`config.mk`:
```
export PLATFORM = sky130hd
export DESIGN_NAME = nowcast_weighted_average
export DESIGN_NICKNAME = d
export VERILOG_FILES = /design/src/hdl/nwa_pkg.sv /design/src/hdl/nwa_chan.sv /design/src/hdl/nowcast_weighted_average.sv
export SDC_FILE = /design/constraint.sdc
export NUM_CORES = 2
export LEC_CHECK = 0
export BUFFER_PORTS_ARGS = -buffer_cell sky130_fd_sc_hd__buf_2
export CORE_ASPECT_RATIO = 1.25
export CORE_MARGIN = 1.5
export CORE_UTILIZATION = 39
export CTS_CLUSTER_SIZE = 12
export DETAILED_ROUTE_END_ITERATION = 8
export SLEW_MARGIN = 20
export SYNTH_ARGS = -nofsm -noshare
export SYNTH_HDL_FRONTEND = slang
export SYNTH_SLANG_ARGS = --single-unit
```
`constraint.sdc`:
```
create_clock -name clock -period 23.2 [get_ports clock]
set_input_delay 4.64 -clock clock [delete_from_list [all_inputs] [get_ports clock]]
set_output_delay 4.64 -clock clock [all_outputs]
set_load 0.02 [all_outputs]
```
`src/hdl/nwa_pkg.sv`:
```
// Shared types and constants for the weighted particle average block.
`timescale 1ns / 1ps

package nwa_pkg;

   // default geometry
   localparam int NWA_WINDOW_LEN = 12;
   localparam int NWA_VALUE_BITS = 16;

   // fixed field widths
   localparam int FIELD_W  = 16;
   localparam int WEIGHT_W = 17;
   localparam int Q_FRAC   = 16;

   localparam logic [WEIGHT_W-1:0] Q_ONE              = 17'h10000;
   localparam logic [WEIGHT_W-1:0] WEIGHT_FLOOR_RESET = 17'h08000;

   // register port
   localparam int CSR_ADDR_W = 3;
   localparam int CSR_DATA_W = 32;
   localparam logic [CSR_ADDR_W-3:0] REG_WEIGHT_FLOOR = '0;

   typedef struct packed {
      logic [FIELD_W-1:0] pm25_value;
      logic [FIELD_W-1:0] pm10_value;
      logic               reading_valid;
   } nwa_req_type;

   typedef struct packed {
      logic [FIELD_W-1:0] avg_pm25;
      logic [FIELD_W-1:0] avg_pm10;
      logic               pm25_no_data;
      logic               pm10_no_data;
   } nwa_rsp_type;

   typedef enum logic [3:0] {
      ST_IDLE,
      ST_SCAN,
      ST_WLOAD,
      ST_WDIV,
      ST_WEIGHT,
      ST_ACC_MUL,
      ST_ACC_ADD,
      ST_QLOAD,
      ST_QDIV,
      ST_DONE
   } nwa_state_type;

   // datapath commands from the sequencer to each channel
   typedef enum logic [3:0] {
      OP_IDLE,
      OP_SCAN_INIT,
      OP_SCAN,
      OP_WDIV_LOAD,
      OP_DIV_STEP,
      OP_WEIGHT,
      OP_ACC_MUL,
      OP_ACC_ADD,
      OP_QDIV_LOAD
   } nwa_op_type;

endpackage

```
`src/hdl/nwa_chan.sv`:
```
// One channel datapath: min/max scan, serial divider, shared multiplier, accumulators.
`timescale 1ns / 1ps

module nwa_chan import nwa_pkg::*; #(
   parameter int WINDOW_LEN = NWA_WINDOW_LEN,
   parameter int VALUE_BITS = NWA_VALUE_BITS
) (
   input  logic                  clock,
   input  nwa_op_type            op,
   input  logic [VALUE_BITS-1:0] rd_value,
   input  logic [WEIGHT_W-1:0]   weight_floor,
   output logic [FIELD_W-1:0]    avg,
   output logic                  no_data
);

   localparam int LW     = $clog2(WINDOW_LEN);
   localparam int DIV_W  = WEIGHT_W + LW;
   localparam int NUM_W  = VALUE_BITS + WEIGHT_W + LW;
   localparam int DW     = (VALUE_BITS > DIV_W) ? VALUE_BITS : DIV_W;
   localparam int QW     = (VALUE_BITS > WEIGHT_W) ? VALUE_BITS : WEIGHT_W;
   localparam int MUL_W  = WEIGHT_W + QW;
   localparam int PROD_W = VALUE_BITS + WEIGHT_W;

   logic [VALUE_BITS-1:0] hi_ff, hi_in;
   logic [VALUE_BITS-1:0] lo_ff, lo_in;
   logic [WEIGHT_W-1:0]   weight_ff, weight_in;
   logic [WEIGHT_W-1:0]   mult_ff, mult_in;
   logic [NUM_W-1:0]      num_ff, num_in;
   logic [DIV_W-1:0]      div_ff, div_in;
   logic [PROD_W-1:0]     prod_ff, prod_in;
   logic                  nz_ff, nz_in;
   logic [DW-1:0]         rem_ff, rem_in;
   logic [DW-1:0]         dvs_ff, dvs_in;
   logic [QW-1:0]         dvd_ff, dvd_in;
   logic [QW-1:0]         quo_ff, quo_in;

   logic [DW:0]           trial;
   logic [DW:0]           trial_diff;
   logic                  trial_take;
   logic [QW-1:0]         mul_b;
   logic [MUL_W-1:0]      mul_p;
   logic [WEIGHT_W-1:0]   wbits;
   logic [WEIGHT_W-1:0]   floor_cl;
   logic [WEIGHT_W-1:0]   quo_cl;

   // one restoring divide step per cycle
   assign trial      = {rem_ff, dvd_ff[QW-1]};
   assign trial_diff = trial - {1'b0, dvs_ff};
   assign trial_take = trial >= {1'b0, dvs_ff};

   // shared multiplier: multiplier times value, or multiplier times weight
   assign mul_b = (op == OP_ACC_MUL) ? QW'(rd_value) : QW'(weight_ff);
   assign mul_p = MUL_W'(mult_ff) * MUL_W'(mul_b);

   // weight dividend is lo * 2^16; after the preload of lo >> 1 these bits remain
   assign wbits    = {lo_ff[0], {Q_FRAC{1'b0}}};
   assign floor_cl = (weight_floor > Q_ONE) ? Q_ONE : weight_floor;
   assign quo_cl   = (quo_ff > QW'(Q_ONE)) ? Q_ONE : quo_ff[WEIGHT_W-1:0];

   // datapath next values
   always_comb begin
      hi_in     = hi_ff;
      lo_in     = lo_ff;
      weight_in = weight_ff;
      mult_in   = mult_ff;
      num_in    = num_ff;
      div_in    = div_ff;
      prod_in   = prod_ff;
      nz_in     = nz_ff;
      rem_in    = rem_ff;
      dvs_in    = dvs_ff;
      dvd_in    = dvd_ff;
      quo_in    = quo_ff;
      case (op)
         OP_SCAN_INIT: begin
            hi_in = VALUE_BITS'(1);
            lo_in = '1;
         end
         OP_SCAN: begin
            if (rd_value > hi_ff) hi_in = rd_value;
            if (rd_value < lo_ff) lo_in = rd_value;
         end
         OP_WDIV_LOAD: begin
            rem_in = DW'(lo_ff >> 1);
            dvs_in = DW'(hi_ff);
            dvd_in = QW'(wbits) << (QW - WEIGHT_W);
            quo_in = '0;
         end
         OP_DIV_STEP: begin
            rem_in = trial_take ? trial_diff[DW-1:0] : trial[DW-1:0];
            quo_in = {quo_ff[QW-2:0], trial_take};
            dvd_in = dvd_ff << 1;
         end
         OP_WEIGHT: begin
            weight_in = (quo_cl < floor_cl) ? floor_cl : quo_cl;
            mult_in   = Q_ONE;
            num_in    = '0;
            div_in    = '0;
         end
         OP_ACC_MUL: begin
            prod_in = mul_p[PROD_W-1:0];
            nz_in   = (rd_value != '0);
         end
         OP_ACC_ADD: begin
            num_in  = num_ff + NUM_W'(prod_ff);
            if (nz_ff) div_in = div_ff + DIV_W'(mult_ff);
            mult_in = mul_p[Q_FRAC+WEIGHT_W-1:Q_FRAC];
         end
         OP_QDIV_LOAD: begin
            rem_in = DW'(num_ff[NUM_W-1:VALUE_BITS]);
            dvs_in = DW'(div_ff);
            dvd_in = QW'(num_ff[VALUE_BITS-1:0]) << (QW - VALUE_BITS);
            quo_in = '0;
         end
         default: begin
         end
      endcase
   end

   always_ff @(posedge clock) begin
      hi_ff     <= hi_in;
      lo_ff     <= lo_in;
      weight_ff <= weight_in;
      mult_ff   <= mult_in;
      num_ff    <= num_in;
      div_ff    <= div_in;
      prod_ff   <= prod_in;
      nz_ff     <= nz_in;
      rem_ff    <= rem_in;
      dvs_ff    <= dvs_in;
      dvd_ff    <= dvd_in;
      quo_ff    <= quo_in;
   end

   // quotient fits the value width, so its low 16 bits are the field
   assign no_data = (div_ff == '0);
   assign avg     = no_data ? '0 : quo_ff[FIELD_W-1:0];

endmodule

```
`src/hdl/nowcast_weighted_average.sv`:
```
// A new item is taken only in idle: req_stall holds the input through the scan, both divides and
// the accumulate pass, which uses the one-bit-per-cycle divider (17 weight steps, VALUE_BITS
// average steps) and a multiply then an add per entry on the shared multiplier; a finished result
// waits in the output register meanwhile.
// Reset (synchronous): sequencer idle, write slot 0, history reads as zero, weight_floor 0.5.
`timescale 1ns / 1ps

module nowcast_weighted_average import nwa_pkg::*; #(
   parameter int WINDOW_LEN = NWA_WINDOW_LEN,
   parameter int VALUE_BITS = NWA_VALUE_BITS
) (
   input  logic                  clock,
   input  logic                  reset,
   input  logic                  req_valid,
   output logic                  req_stall,
   input  nwa_req_type           req_payload,
   output logic                  rsp_valid,
   input  logic                  rsp_stall,
   output nwa_rsp_type           rsp_payload,
   input  logic                  psel,
   input  logic                  penable,
   input  logic                  pwrite,
   input  logic [CSR_ADDR_W-1:0] paddr,
   input  logic [CSR_DATA_W-1:0] pwdata,
   output logic [CSR_DATA_W-1:0] prdata,
   output logic                  pready
);

   localparam int AW      = $clog2(WINDOW_LEN);
   localparam int CNT_MX0 = (WINDOW_LEN > WEIGHT_W) ? WINDOW_LEN : WEIGHT_W;
   localparam int CNT_MAX = (CNT_MX0 > VALUE_BITS) ? CNT_MX0 : VALUE_BITS;
   localparam int CNT_W   = $clog2(CNT_MAX + 1);
   localparam int EXT_W   = (VALUE_BITS > FIELD_W) ? VALUE_BITS : FIELD_W;

   nwa_state_type         state_ff, state_in;
   logic [CNT_W-1:0]      cnt_ff, cnt_in;
   logic [AW-1:0]         slot_ff, slot_in;
   logic [AW-1:0]         idx_ff, idx_in;
   logic [WEIGHT_W-1:0]   weight_floor_ff, weight_floor_in;
   logic [WINDOW_LEN-1:0] vld_ff, vld_in;
   logic                  rsp_valid_ff, rsp_valid_in;
   nwa_rsp_type           rsp_ff, rsp_in;

   logic [VALUE_BITS-1:0] fine_mem [WINDOW_LEN];
   logic [VALUE_BITS-1:0] coarse_mem [WINDOW_LEN];
   logic [VALUE_BITS-1:0] rd_fine_ff;
   logic [VALUE_BITS-1:0] rd_coarse_ff;
   logic                  rd_vld_ff;

   logic                  req_acc;
   logic                  out_free;
   logic                  rsp_load;
   logic                  rd_en;
   logic [AW-1:0]         rd_addr;
   logic [AW-1:0]         idx_dec;
   nwa_op_type            op;
   logic                  cfg_wr;
   logic [CSR_ADDR_W-3:0] cfg_reg;
   logic [EXT_W-1:0]      fine_ext;
   logic [EXT_W-1:0]      coarse_ext;
   logic [VALUE_BITS-1:0] fine_wr;
   logic [VALUE_BITS-1:0] coarse_wr;
   logic [VALUE_BITS-1:0] fine_rd;
   logic [VALUE_BITS-1:0] coarse_rd;
   logic [FIELD_W-1:0]    fine_avg;
   logic [FIELD_W-1:0]    coarse_avg;
   logic                  fine_none;
   logic                  coarse_none;

   // handshakes
   assign req_stall = (state_ff != ST_IDLE);
   assign req_acc   = req_valid && !req_stall;
   assign out_free  = !rsp_valid_ff || !rsp_stall;
   assign rsp_valid   = rsp_valid_ff;
   assign rsp_payload = rsp_ff;

   // register port
   assign pready  = 1'b1;
   assign cfg_reg = paddr[CSR_ADDR_W-1:2];
   assign cfg_wr  = psel && penable && pwrite && pready;
   assign prdata  = (cfg_reg == REG_WEIGHT_FLOOR) ? CSR_DATA_W'(weight_floor_ff) : '0;
   assign weight_floor_in = (cfg_wr && cfg_reg == REG_WEIGHT_FLOOR) ?
                            pwdata[WEIGHT_W-1:0] : weight_floor_ff;

   // low VALUE_BITS of each reading; a bad reading is stored as zero
   assign fine_ext   = EXT_W'(req_payload.pm25_value);
   assign coarse_ext = EXT_W'(req_payload.pm10_value);
   assign fine_wr    = req_payload.reading_valid ? fine_ext[VALUE_BITS-1:0] : '0;
   assign coarse_wr  = req_payload.reading_valid ? coarse_ext[VALUE_BITS-1:0] : '0;

   assign idx_dec = (idx_ff == '0) ? AW'(WINDOW_LEN - 1) : idx_ff - AW'(1);
   assign slot_in = !req_acc ? slot_ff :
                    (slot_ff == AW'(WINDOW_LEN - 1)) ? '0 : slot_ff + AW'(1);

   always_comb begin
      vld_in = vld_ff;
      if (req_acc) vld_in[slot_ff] = 1'b1;
   end

   // history rings, registered read
   always_ff @(posedge clock) begin
      if (req_acc) begin
         fine_mem[slot_ff]   <= fine_wr;
         coarse_mem[slot_ff] <= coarse_wr;
      end
      if (rd_en) begin
         rd_fine_ff   <= fine_mem[rd_addr];
         rd_coarse_ff <= coarse_mem[rd_addr];
         rd_vld_ff    <= vld_ff[rd_addr];
      end
   end

   // entries never written since reset read as missing
   assign fine_rd   = rd_vld_ff ? rd_fine_ff : '0;
   assign coarse_rd = rd_vld_ff ? rd_coarse_ff : '0;

   // sequencer next state
   always_comb begin
      state_in = state_ff;
      case (state_ff)
         ST_IDLE:    if (req_acc) state_in = ST_SCAN;
         ST_SCAN:    if (cnt_ff == CNT_W'(WINDOW_LEN)) state_in = ST_WLOAD;
         ST_WLOAD:   state_in = ST_WDIV;
         ST_WDIV:    if (cnt_ff == CNT_W'(WEIGHT_W - 1)) state_in = ST_WEIGHT;
         ST_WEIGHT:  state_in = ST_ACC_MUL;
         ST_ACC_MUL: state_in = ST_ACC_ADD;
         ST_ACC_ADD: state_in = (cnt_ff == CNT_W'(WINDOW_LEN - 1)) ? ST_QLOAD : ST_ACC_MUL;
         ST_QLOAD:   state_in = ST_QDIV;
         ST_QDIV:    if (cnt_ff == CNT_W'(VALUE_BITS - 1)) state_in = ST_DONE;
         ST_DONE:    if (out_free) state_in = ST_IDLE;
         default:    state_in = ST_IDLE;
      endcase
   end

   // sequencer outputs: datapath command, ring read, counters
   always_comb begin
      op       = OP_IDLE;
      rd_en    = 1'b0;
      rd_addr  = idx_ff;
      cnt_in   = cnt_ff;
      idx_in   = idx_ff;
      rsp_load = 1'b0;
      case (state_ff)
         ST_IDLE: begin
            if (req_acc) begin
               op     = OP_SCAN_INIT;
               cnt_in = '0;
               idx_in = slot_ff;
            end
         end
         ST_SCAN: begin
            // data for address cnt-1 arrives while address cnt goes out
            rd_en   = (cnt_ff < CNT_W'(WINDOW_LEN));
            rd_addr = cnt_ff[AW-1:0];
            op      = (cnt_ff != '0) ? OP_SCAN : OP_IDLE;
            cnt_in  = cnt_ff + CNT_W'(1);
         end
         ST_WLOAD: begin
            op     = OP_WDIV_LOAD;
            cnt_in = '0;
         end
         ST_WDIV: begin
            op     = OP_DIV_STEP;
            cnt_in = cnt_ff + CNT_W'(1);
         end
         ST_WEIGHT: begin
            op      = OP_WEIGHT;
            rd_en   = 1'b1;
            rd_addr = idx_ff;
            cnt_in  = '0;
         end
         ST_ACC_MUL: begin
            op = OP_ACC_MUL;
         end
         ST_ACC_ADD: begin
            // walk newest to oldest, prefetch the next entry
            op      = OP_ACC_ADD;
            rd_en   = 1'b1;
            rd_addr = idx_dec;
            idx_in  = idx_dec;
            cnt_in  = cnt_ff + CNT_W'(1);
         end
         ST_QLOAD: begin
            op     = OP_QDIV_LOAD;
            cnt_in = '0;
         end
         ST_QDIV: begin
            op     = OP_DIV_STEP;
            cnt_in = cnt_ff + CNT_W'(1);
         end
         ST_DONE: begin
            rsp_load = out_free;
         end
         default: begin
         end
      endcase
   end

   // output register
   always_comb begin
      rsp_valid_in = rsp_valid_ff;
      rsp_in       = rsp_ff;
      if (rsp_load) begin
         rsp_valid_in         = 1'b1;
         rsp_in.avg_pm25      = fine_avg;
         rsp_in.avg_pm10      = coarse_avg;
         rsp_in.pm25_no_data  = fine_none;
         rsp_in.pm10_no_data  = coarse_none;
      end else if (rsp_valid_ff && !rsp_stall) begin
         rsp_valid_in = 1'b0;
      end
   end

   always_ff @(posedge clock) begin
      if (reset) begin
         state_ff        <= ST_IDLE;
         cnt_ff          <= '0;
         slot_ff         <= '0;
         idx_ff          <= '0;
         weight_floor_ff <= WEIGHT_FLOOR_RESET;
         vld_ff          <= '0;
         rsp_valid_ff    <= 1'b0;
      end else begin
         state_ff        <= state_in;
         cnt_ff          <= cnt_in;
         slot_ff         <= slot_in;
         idx_ff          <= idx_in;
         weight_floor_ff <= weight_floor_in;
         vld_ff          <= vld_in;
         rsp_valid_ff    <= rsp_valid_in;
      end
   end

   always_ff @(posedge clock) begin
      rsp_ff <= rsp_in;
   end

   nwa_chan #(
      .WINDOW_LEN (WINDOW_LEN),
      .VALUE_BITS (VALUE_BITS)
   ) u_fine (
      .clock        (clock),
      .op           (op),
      .rd_value     (fine_rd),
      .weight_floor (weight_floor_ff),
      .avg          (fine_avg),
      .no_data      (fine_none)
   );

   nwa_chan #(
      .WINDOW_LEN (WINDOW_LEN),
      .VALUE_BITS (VALUE_BITS)
   ) u_coarse (
      .clock        (clock),
      .op           (op),
      .rd_value     (coarse_rd),
      .weight_floor (weight_floor_ff),
      .avg          (coarse_avg),
      .no_data      (coarse_none)
   );

   // checks
   a_accept_starts_scan: assert property (@(posedge clock) disable iff (reset)
      req_acc |=> state_ff == ST_SCAN)
      else $error("accepted transfer did not start the scan");

   a_scan_bound: assert property (@(posedge clock) disable iff (reset)
      state_ff == ST_SCAN |-> cnt_ff <= CNT_W'(WINDOW_LEN))
      else $error("scan counter ran past the window");

   a_rsp_from_done: assert property (@(posedge clock) disable iff (reset)
      $rose(rsp_valid_ff) |-> $past(state_ff) == ST_DONE)
      else $error("result raised outside the done state");

   a_done_release: assert property (@(posedge clock) disable iff (reset)
      (state_ff == ST_DONE && out_free) |=> (state_ff == ST_IDLE && rsp_valid_ff))
      else $error("finished result not handed to the output register");

   a_done_hold: assert property (@(posedge clock) disable iff (reset)
      (state_ff == ST_DONE && !out_free) |=> state_ff == ST_DONE)
      else $error("done state left while output register was blocked");

endmodule

```
After elaboration in Yosys (flattened, before gate mapping):

Memories as Yosys holds them, arrays and structs flattened. A register that Yosys moved wholly into a read port is not among the register bits.
Index checks and enable logic that the tools add are counted.

* add/sub/neg operators: 9
* bitwise gates (word level): 2
* multiplexer cells: 65
* reductions and logical operators: 40
* multipliers: 2
* magnitude comparators: 15
* eq/ne operators: 33

Operators by type and width (count)
* $pmux 21 s2: 4
* $pmux 37 s2: 2
* $mux 17: 8
* $pmux 17 s2: 4
* $mux 16: 8
* $pmux 16 s2: 4
* $pmux 21 s3: 2
* $pmux 17 s3: 2
* $mux 21: 4
* $add 37x33->37: 2
* $mul 17x17->33: 2
* $gt 17x17->1 const B: 3
* $ge 22x21->1: 2
* $add 21x17->21: 2
* $logic_not 21->1: 2
* $sub 21x21->21: 2
* $pmux 4 s10: 1
* $lt 17x17->1: 2
* $eq 4x3->1 const B: 8
* $gt 16x16->1: 2
* $lt 16x16->1: 2
* $mux 4: 8
* $pmux 4 s8: 1
* $reduce_bool 16->1: 2
* other kinds (36): 87

* output and inout bits: 69
* input bits: 75
* flip-flop bits (word level): 550
* logic and storage cells: 204
* bits in writable memories: 384
* memories: 2

Memory list
* coarse_mem: words 12, bits a word 16, read ports 1, clocked after Yosys merged registers in 1, write ports 1, line nowcast_weighted_average.sv:45 `logic [VALUE_BITS-1:0] coarse_mem [WINDOW_LEN];`
* fine_mem: words 12, bits a word 16, read ports 1, clocked after Yosys merged registers in 1, write ports 1, line nowcast_weighted_average.sv:44 `logic [VALUE_BITS-1:0] fine_mem [WINDOW_LEN];`

Longest topological paths before layout:

* depth in word-level cells: 9
* depth in mapped cells: 31
* mapped depth without buffers: 27

Modules after synthesis:

Synthesis repeated with hierarchy kept, for this count alone.

* cells, all modules: 6165
* area, all modules: 67095.6 um^2

Modules (own cells, without submodules)
* nwa_chan at u_fine: instances 1, cells an instance 2433, seq. area each 6996.7 um^2, area each 23706.5 um^2
* nwa_chan at u_coarse: instances 1, cells an instance 2402, seq. area each 6996.7 um^2, area each 23597.6 um^2
* nowcast_weighted_average: instances 1, cells an instance 1330, seq. area each 14483.9 um^2, area each 19791.5 um^2

Worst setup path before layout:

Ideal clock, no wire load.

* path kind: input to output
* start: in paddr[2]
* end: out prdata[10]
* required time: 18.560 ns
* buffers on the path: 1
* setup slack: 13.407 ns
* arrival time: 5.153 ns
* stages: 2
* path through: clkbuf_1 -> nor2b_1

* cells in the longest elaborated chain, start to end: 1

RTL lines
* start: declaration: line nowcast_weighted_average.sv:23 `input logic [CSR_ADDR_W-1:0] paddr,`
* $mux 17: line nowcast_weighted_average.sv:81 `assign prdata = (cfg_reg == REG_WEIGHT_FLOOR) ? CSR_DATA_W'(weight_floor_ff) : '0;`
* end: declaration: line nowcast_weighted_average.sv:25 `output logic [CSR_DATA_W-1:0] prdata,`

No other way between the ends.

Worst setup path after layout:

* start: in paddr[2]
* end: out prdata[12]

The elaborated chain is that of the path after synthesis.

==> out/results.txt <==
Outcome -> complete, no violations
Nature of the critical path endpoint -> output port
Unrepaired setup endpoints after global routing -> no
Ratio of cells with drive above 1 in the final layout -> 6.192%
Synth area leaders -> edfxtp_1 (41%), fa_1 (14%), ha_1 (8.5%)
Met2 Track Usage GR -> 37.35%
Netlist cell types -> 96
Final net count -> 7489
Clock power share -> 18.7%
GR Util met1 -> 24.06%
H-tree depth -> 3
Peak VDD IR -> 0.2044 mV
Pwr Density -> 120.3 nW/um2
Clk_lat worst skew -> 770 ps
P&R area growth vs syn -> 9.623%
Cell Area, Synth -> 66660 um2
Drt wl/cell -> 20.28 um
Sequential fraction of design power -> 27.5%
Horiz. Die Dim -> 372.8 um
Vias -> 47210
Pleak -> 31.15 nW
Share of total power in combinational logic -> 53.8%
Reg2Reg Depth -> 22
GR Util All Layers -> 20.56%
CP required -> 18560 ps
Switch share -> 41.95%
GPL Wtd Cong -> 0.9076
CTS root buffer -> clkbuf_16
Cts bufs inserted -> 104
Slew @ Worst Pin -> 1119 ps
Smallest hold slack -> 472.3 ps
DP HPWL -> 127.2 mm
Number of flops mapped to enable cells by yosys -> 917
Full die area -> 173400 um2
Setup ws final -> 13270 ps
Synth warn -> 0
Worst-path clk slew -> 60 ps
Placed cell area -> 69720 um2
Core area -> 169800 um2
Number of failing hold endpoints at the final stage -> 0
Slew Limit Fails -> 0
Clk_skew -> 90.78 ps
WP data arrival -> 5290 ps
Post-CTS Resized -> 0
I/O pin count -> 144
GR Layer Usage met3 -> 2.548%
# rows -> 169
Antenna viol nets, final -> 0
# diodes -> 0
Initial Utilization -> 39.26%
Post-synth top area cell -> edfxtp_1
CTS tree -> yes
Critical R2R Capture -> u_coarse.mult_ff[14]
Crit path kind -> input pin to output port
Number of global-route vias before repair -> 48670
RR Startpoint -> state_ff[0]
Die height -> 465.2 um
Hold Path Depth -> 2
Hold_buf cts -> 0
Fin crit period -> 9933 ps
Psw -> 0.003688 W
First-pass GRT wire length -> 278.2 mm
Largest net degree at the start of global routing -> 79
Setup TNS Final -> 0 ps
Max FO, Critical Path -> 19
Pre-Repair DR Iteration Count -> 5
#FFs+latches synth -> 964
Setup WS pre-CTS -> 13250 ps
Cell-internal power -> 0.005103 W
Max clock buf depth -> 3
Slew Limit Headroom -> 25.41%
Post CTS Setup Buffer Count -> 0
Sequential area share after synthesis -> 42.72%
R2r setup slk -> 14320 ps
Synth top area share -> 41.31%
Grt peak-use layer -> met2
Drt via density -> 5.357
Final setup viols -> 0
DR iter-0 viols -> 3186
Fin crit share -> 42.82%
Post-Route WL -> 178.7 mm
Ys async rst share -> 0%
Worst Setup Start Kind -> input pin
Top_reg_cell synth -> edfxtp_1
Buffers on Ports -> 110
Synth Instances -> 6471
Hold endpoint -> vld_ff[2]
Fmax -> 100.7 MHz
Clock tree sinks -> 964
Avg Cell Area, Syn -> 10.30 um2
Hold Crit Class -> register to register
# Max-Cap Violations -> 0
# DRC -> 0
Final Cell Area -> 73080 um2
Antenna violations before repair -> 5
Total gr overflow -> 0
Tot Pwr -> 0.008791 W
HP Start -> vld_ff[2]
## logic make-up (layout without fill, tap and decap cells)
logic type                 after synthesis  in the layout  synth area share (%)
DFF                                    964            964                 42.72
muxes                                   70             70                 1.062
and+or+nand+nor                       2343           2343                 16.53
xor gates and xnor gates               155            155                 2.036
buffers and inverters                 1086           1190                 6.312
AOI/OAI and AO/OA                      946            946                 9.253
adders and majority gates              905            905                 22.08
other                                    2             16               0.01127
## synth_stat cells, types with 8 or more instances
library cell	count
nor2_1	255
nand4_1	42
fa_1	452
nor4_1	29
a21o_1	80
o2111ai_1	8
and4_1	9
nor3b_1	11
a21oi_1	209
edfxtp_1	917
or4_1	8
ha_1	453
a21boi_0	10
o31a_1	9
o21bai_1	24
xnor2_1	94
o31ai_1	10
o21ai_1	41
nor2b_1	89
nand2b_1	26
buf_1	28
o21ai_0	221
dfxtp_1	47
a311oi_1	38
o211ai_1	24
nand3_1	210
a2111oi_0	10
nor3_1	74
nand3b_1	9
buf_2	35
a22o_1	29
o21a_1	48
and3_1	84
inv_1	806
a31oi_1	63
clkbuf_1	196
a41oi_1	8
nand2_1	1094
buf_4	17
or3_1	31
mux2i_1	64
xor2_1	61
a22oi_1	33
and2_1	354
a211oi_1	17
## placed cells by master (no fill, tap or decap), types with 94 or more instances in the layout
cell type and n:
o21ai_0 217, ha_1 453, xnor2_1 94, fa_1 452, edfxtp_1 917, a21oi_1 207, inv_1 804, nor2_1 252
nand3_1 210, and2_1 353, buf_2 110, nand2_1 1091, clkbuf_16 104
## per-stage QoR
step / instances / util (%)
2_1_floorplan: 6485 / -
3_5_place_dp: 8626 / 41.06
4_1_cts: 8812 / 43.03
6_report: 8812 / 43.04
3_3_place_gp: 8625 / 41.04
5_1_grt: 8812 / 43.04
## final cells by class
class	count	area (um2)
clock buffer	137	2776
fill	16090	96720
multi-input combinational	4435	34220
sequential	964	28480
tap	2223	2781
inverter	808	3033
clock inverter	49	578.1
timing repair buffer	196	1216
## state kept, by name (all words and copies together), names as in the netlist, 21 cells and up
signal / cells
u_fine.div_ff: 21
rsp_payload: 34
u_coarse.num_ff: 37
u_coarse.prod_ff: 33
u_coarse.dvs_ff: 21
u_fine.num_ff: 37
u_coarse.rem_ff: 21
fine_mem: 192
u_fine.dvs_ff: 21
u_coarse.div_ff: 21
u_fine.prod_ff: 33
coarse_mem: 192
u_fine.rem_ff: 21
## worst max-delay path, stage by stage
cell and delay (ps):
buf_2 360, nor2b_1 100, buf_2 180
## routing by layer
layer  wire length [um]  part of all wire (%)
met2              90620                    51
met4               8853                   5.0
met5                 27                 0.015
met1              71160                    40
met3               8018                   4.5
## power by group through the flow
stage / clock network [W] / registers [W] / logic [W]
6_report: 0.00165 / 0.00241 / 0.00473
4_1_cts: 0.00168 / 0.00241 / 0.00476
3_3_place_gp: 0 / 0.00245 / 0.00469
5_1_grt: 0.00174 / 0.00243 / 0.00533
2_1_floorplan: 0 / 0.00241 / 0.00344
3_5_place_dp: 0 / 0.00245 / 0.00473
## worst max path at each step
| stage | to | from | cells past startpoint |
|---|---|---|---|
| floorplan | prdata[10] | paddr[2] | 2 |
| global placement | prdata[10] | paddr[2] | 3 |
| detailed placement | prdata[9] | paddr[2] | 3 |
| CTS | prdata[9] | paddr[2] | 3 |
| global route | prdata[9] | paddr[2] | 3 |
| finish | prdata[12] | paddr[2] | 3 |
(Power assumes the default switching activity.)
